==> src/hw/rtl/vosp_pkg.sv <==
// vosp_pkg: shared types, constants and helpers for the voxel order sort block.
// No dependencies.
`default_nettype none
package vosp_pkg;
  localparam int unsigned MaxParticlesDef = 64;
  localparam int unsigned KeyW = 64;
  localparam int unsigned VoxW = 16;
  localparam logic [31:0] ScaleReset = 32'd65536;
  localparam logic [0:0] RegScale = 1'b0;

  typedef enum logic [1:0] {
    ST_LOAD = 2'd0,
    ST_MUL  = 2'd1,
    ST_INS  = 2'd2,
    ST_EMIT = 2'd3
  } state_t;

  typedef struct packed {
    logic capture;   // latch input word, start multiply
    logic insert;    // place key into sorted chain
    logic emit_load; // load output register from the slot at the emit pointer
    logic emit_clr;  // set emptied, reset count
  } cmd_t;

  typedef struct packed {
    logic full;
    logic emit_done; // current emit slot is the last one
  } sts_t;

  // Saturated floor(raw * scale / 2^32) given the 64-bit magnitude product.
  function automatic logic [VoxW-1:0] sat_voxel(input logic neg, input logic [63:0] prod);
    logic [32:0] q;
    begin
      q = {1'b0, prod[63:32]};
      if (neg) begin
        if (prod[31:0] != 32'd0) q = q + 33'd1;
        if (q >= 33'd32768) sat_voxel = 16'h8000;
        else sat_voxel = 16'(~q[15:0] + 16'd1);
      end else begin
        if (q > 33'd32767) sat_voxel = 16'h7FFF;
        else sat_voxel = q[15:0];
      end
    end
  endfunction
endpackage
`default_nettype wire

==> src/hw/rtl/vosp_ctrl.sv <==
// vosp_ctrl: controller state machine of the voxel order sort block.
// Depends on vosp_pkg.
`default_nettype none
module vosp_ctrl
  import vosp_pkg::*;
(
  input  wire logic clk,
  input  wire logic rst,
  input  wire logic in_fire,
  input  wire logic in_final,
  input  wire logic out_free,
  input  wire sts_t sts,
  output logic      in_ok,
  output cmd_t      cmd
);
  state_t state, state_next;
  logic fin, fin_next;

  always_ff @(posedge clk) begin
    if (rst) begin
      state <= ST_LOAD;
      fin <= 1'b0;
    end else begin
      state <= state_next;
      fin <= fin_next;
    end
  end

  always_comb begin
    state_next = state;
    fin_next = fin;
    cmd = '0;
    in_ok = 1'b0;
    unique case (state)
      ST_LOAD: begin
        in_ok = 1'b1;
        if (in_fire) begin
          cmd.capture = 1'b1;
          fin_next = in_final;
          state_next = ST_MUL;
        end
      end
      ST_MUL: state_next = ST_INS;
      ST_INS: begin
        cmd.insert = !sts.full;
        state_next = fin ? ST_EMIT : ST_LOAD;
      end
      ST_EMIT: begin
        if (out_free) begin
          cmd.emit_load = 1'b1;
          if (sts.emit_done) begin
            cmd.emit_clr = 1'b1;
            state_next = ST_LOAD;
          end
        end
      end
      default: state_next = ST_LOAD;
    endcase
  end
endmodule
`default_nettype wire

==> config.mk <==
export PLATFORM = sky130hd
export DESIGN_NAME = vosp_ctrl
export DESIGN_NICKNAME = d
export VERILOG_FILES = /design/src/hw/rtl/vosp_pkg.sv /design/src/hw/rtl/vosp_ctrl.sv
export SDC_FILE = /design/constraint.sdc
export NUM_CORES = 1
export LEC_CHECK = 0
export BUFFER_PORTS_ARGS = -buffer_cell sky130_fd_sc_hd__buf_2
export CAP_MARGIN = 20
export CORE_AREA = 2 2 39 41
export CTS_CLUSTER_SIZE = 24
export DETAILED_ROUTE_END_ITERATION = 8
export DIE_AREA = 0 0 41 43
export SKIP_LAST_GASP = 1
export SYNTH_ARGS = -nofsm -noshare
export SYNTH_HDL_FRONTEND = slang
export SYNTH_SLANG_ARGS = --single-unit
==> constraint.sdc <==
create_clock -name clk -period 1.4 [get_ports clk]
set_clock_uncertainty 0.15 [all_clocks]
set_input_delay 0.28 -clock clk [delete_from_list [all_inputs] [get_ports clk]]
set_output_delay 0.28 -clock clk [all_outputs]
set_load 0.005 [all_outputs]
Yosys cells after proc, flatten, opt, wreduce, memory -nomap -nowiden. Cells that the tools add are included.

Reduce and logical (&&, ||, !) cells: 4. Add/sub/neg operators: 0. Bitwise logic cells: 0. Shifts and indexed selects: 0. Multipliers: 0. Multiplexer cells: 12. Div/mod/pow operators: 0. Eq/ne operators: 6. Order comparisons: 0.

Operators by type and width (number): $mux W2 (6); $pmux W2 S4 (1); $ne A2 B2 Y1 const B (3); $mux W1 (5); $eq A2 B2 Y1 const B (2); $reduce_and A3 Y1 (1); $eq A2 B1 Y1 const B (1); $logic_not A2 Y1 (1); $reduce_and A2 Y1 (1); $logic_not A1 Y1 (1).

Register bits after elaboration: 3. Word-level logic and storage cells: 24. Memories: 0. Output and inout bits: 5. Bits in latches: 0. Bits in writable memories: 0. Memory bits (read-only): 0.

Longest topological paths before layout.
Word-level depth: 3. Depth in mapped cells: 2.

Least setup slack after synthesis. Ideal clock, no wire load.

Kind: reg-to-reg. Start: register state[1]. End: register state[0]. Path slack: 0.209 ns. Data arrival time: 0.924 ns. Buffers on the path: 0. Clock period less this slack: 1.191 ns. Required time: 1.133 ns. Stages on the path, launching flop included: 3. Cells stage by stage: dfxtp_1 > mux2_4 > a32o_1.

Longest elaborated chain between the ends: 3. Elaborated cells between the ends (all ways): 9. Those cells by class: 6 x eq/ne; 1 x mux; 2 x reduce/logical.

Ends and longest elaborated chain: start: declaration (RTL line vosp_ctrl.sv:16) `state_t state, state_next;`; start signal: assignment (RTL line vosp_ctrl.sv:24) `state <= state_next;`; $eq A2 B2 Y1 / $logic_not A2 Y1 (equally long branches) (RTL line vosp_ctrl.sv:34) `unique case (state)`; $ne A2 B2 Y1 (no source line); $reduce_and A3 Y1 (no source line).

Parallel ways exist; a longest one is shown, timed or not. A chain may end at the register's enable or synchronous reset.

==> flow_metrics.tcl <==
set metrics [dict create \
    die-area_sq_um 1760 \
    area_growth_syn_to_layout_pct 79.4 \
    antenna_found_initial 0 \
    status "complete, no violations" \
    place.port_buffers 11 \
    hold_path_end "state[1]" \
    core_region_area_sq_um 1380 \
    drv_slew 0 \
    vdd_drop_max_v 0.000304 \
    via_count 196 \
    rows 14 \
    power.density_nw_per_um2 973 \
    yosysTopAreaCell "dfxtp_1" \
    ys_seq_area_share_pct 35.3 \
    antenna_left 0 \
    setup_tns_ns 0 \
    die_x_um 41 \
    start_kind "flip-flop" \
    drv_cap 0 \
    syn_inst 18 \
    worstHoldStart "rst" \
    power.share.switching_pct 23.2 \
    cts-buffers-inserted 3 \
    cp-end-kind "primary output" \
    drtIter0Drc 4 \
    critical_path.max_fanout 8 \
    timing.fmax_mhz 730 \
    p_int_mw 0.228 \
    place_congestion 0.568 \
    synth_cell_types 14 \
    drive_gt1_share_pct 60.0 \
    clock_latency_ns 0.23 \
    timing.final.crit_share_pct 97.9 \
    diodes 0 \
    switching_power_mw 0.0690 \
    rsz0062_at_grt "true" \
    worstSetupPathType "reg -> out" \
    syn-num-nets 25 \
    place_ws_ns 0.157 \
    holdWs_ns 0.121 \
    track_usage_pct 6.22 \
    syn_avg_cell_area_sq_um 9.45 \
    power_frac_seq_pct 34.3 \
    finalHoldViolCount 0 \
    clk_path_buf_depth 2 \
    wl_per_cell_um 7.94 \
    max-slew-margin-rel_pct 89.1 \
    r2r_start "state[1]" \
    cts_tree "yes" \
    overflow 0 \
    htreeDepth 1 \
    synth.cell_area_sq_um 170 \
    clkPwrFrac_pct 50.0 \
    r2r_cells 2 \
    power.leakage_nw 0.145 \
    worst_slack_ns 0.0293 \
    drc 0 \
    path_clk_slew_ns 0.03 \
    grt_pass1_vias 160 \
    chipHeight_um 43 \
    rrSetupSlack_ns 0.25 \
    min_path_type "in -> reg" \
    root_buffer "clkbuf_4" \
    r2r-end "state[0]" \
    ios 12 \
    power.share.combinational_pct 15.7 \
    worstPathRequired_ns 0.97 \
    grt_pass1_wl_um 634 \
    cts_sinks 3 \
    setup_viol 0 \
    initial_utilization_pct 12.3 \
    grt_max_degree 9 \
    ys_warn_count 0 \
    hpwlAfterDp_um 325 \
    crit_arrival_ns 0.94 \
    ys_ff_latch 3 \
    ys_top_cells_by_area "dfxtp_1, mux2_4, nand2b_1" \
    synth_top_area_share_pct 35.3 \
    worst_pin_slew_ns 0.163 \
    first_pass_iters 3 \
    final_nets 43 \
    viasPerCell 3.84 \
    fin_cells 51 \
    hold_depth 2 \
    wirelength_um 405 \
    min_period_ns 1.37 \
    dp.cells 45 \
]
-- per-stage QoR --
step                      util, %  instance area (sq um)  total power, mW
after global routing         22.1                    305            0.327
after global placement       17.7                    245            0.142
after CTS                    20.8                    288            0.308
final                        22.1                    305            0.297
after floorplan                 -                    170            0.122
after detailed placement     17.7                    245            0.143
-- cell families after synthesis --
family / after synthesis / share of synthesized area, %
AND/OR/NAND/NOR: 11 / 41.2
flip-flops: 3 / 35.3
AO/OA/AOI/OAI: 2 / 8.82
multiplexers: 2 / 14.7
-- cell type report --
cell class | count | area (sq um)
clock buffers | 4 | 26.3
fillers | 162 | 1080
multi-input cells | 15 | 121
flip-flops and latches | 3 | 67.6
well taps | 16 | 20.0
repair buffers | 13 | 70.1
-- worst max-delay path by stage --
stage                  start  endpoint  slack (ns)  depth (start not counted)
floorplan           state[1]  state[0]        0.21                          2
global placement    state[1]    cmd[0]        0.15                          2
detailed placement  state[1]  state[0]        0.16                          2
CTS                 state[1]    cmd[0]       -0.02                          2
global route        state[1]    cmd[0]       -0.03                          2
finish              state[1]    cmd[3]        0.03                          2
-- synthesized netlist by cell type, drive strengths merged --
library cell / count
a21oi: 1
mux2: 1
a32o: 1
and4: 1
nor3b: 2
nand2b: 2
and3: 1
dfxtp: 3
nor2b: 1
nor2: 2
mux2i: 1
nand2: 1
nor3: 1
-- power by group through the flow --
stage | clock (mW) | sequential, mW | combinational, mW
4_1_cts | 0.158 | 0.103 | 0.0465
3_3_place_gp | 0 | 0.102 | 0.0397
2_1_floorplan | 0 | 0.100 | 0.0215
5_1_grt | 0.172 | 0.104 | 0.0512
6_report | 0.149 | 0.102 | 0.0466
3_5_place_dp | 0 | 0.102 | 0.0406
-- cell usage in the layout (no fill, tap or decap), types with 2 or more instances in the layout --
cell type / count
buf_2: 11
buf_4: 2
clkbuf_4: 3
dfxtp_4: 2
nand2b_1: 2
nor2_1: 2
-- flip-flops by register name, indices dropped and copies added (netlist names) --
register	flops
state	2
fin	1
-- routing by layer --
layer | wire length, um | global-route usage, % | part of all wire, % | vias to the layer above
met5 | 0 | 0 | 0 | -
met4 | 0 | 6.00 | 0 | 0
met3 | 25 | 6.28 | 6.2 | 0
met2 | 243 | 7.50 | 60 | 2
met1 | 135 | 5.47 | 33 | 94
li1 | - | - | - | 100
-- worst max-delay path, stage by stage (launching register included) --
cell	delay (ns)
dfxtp_4	0.36
nor3b_4	0.21
buf_2	0.14
-- timing repair --
item	4_1_cts	5_1_grt
pin swaps	1	1
endpoints found under the setup margin	4	3
endpoints found under the hold margin	0	0
hold buffers	0	0
gates resized for setup	3	3
gates cloned	0	0
buffers inserted	1	1
No activity file was read; power rests on OpenSTA's default activity.
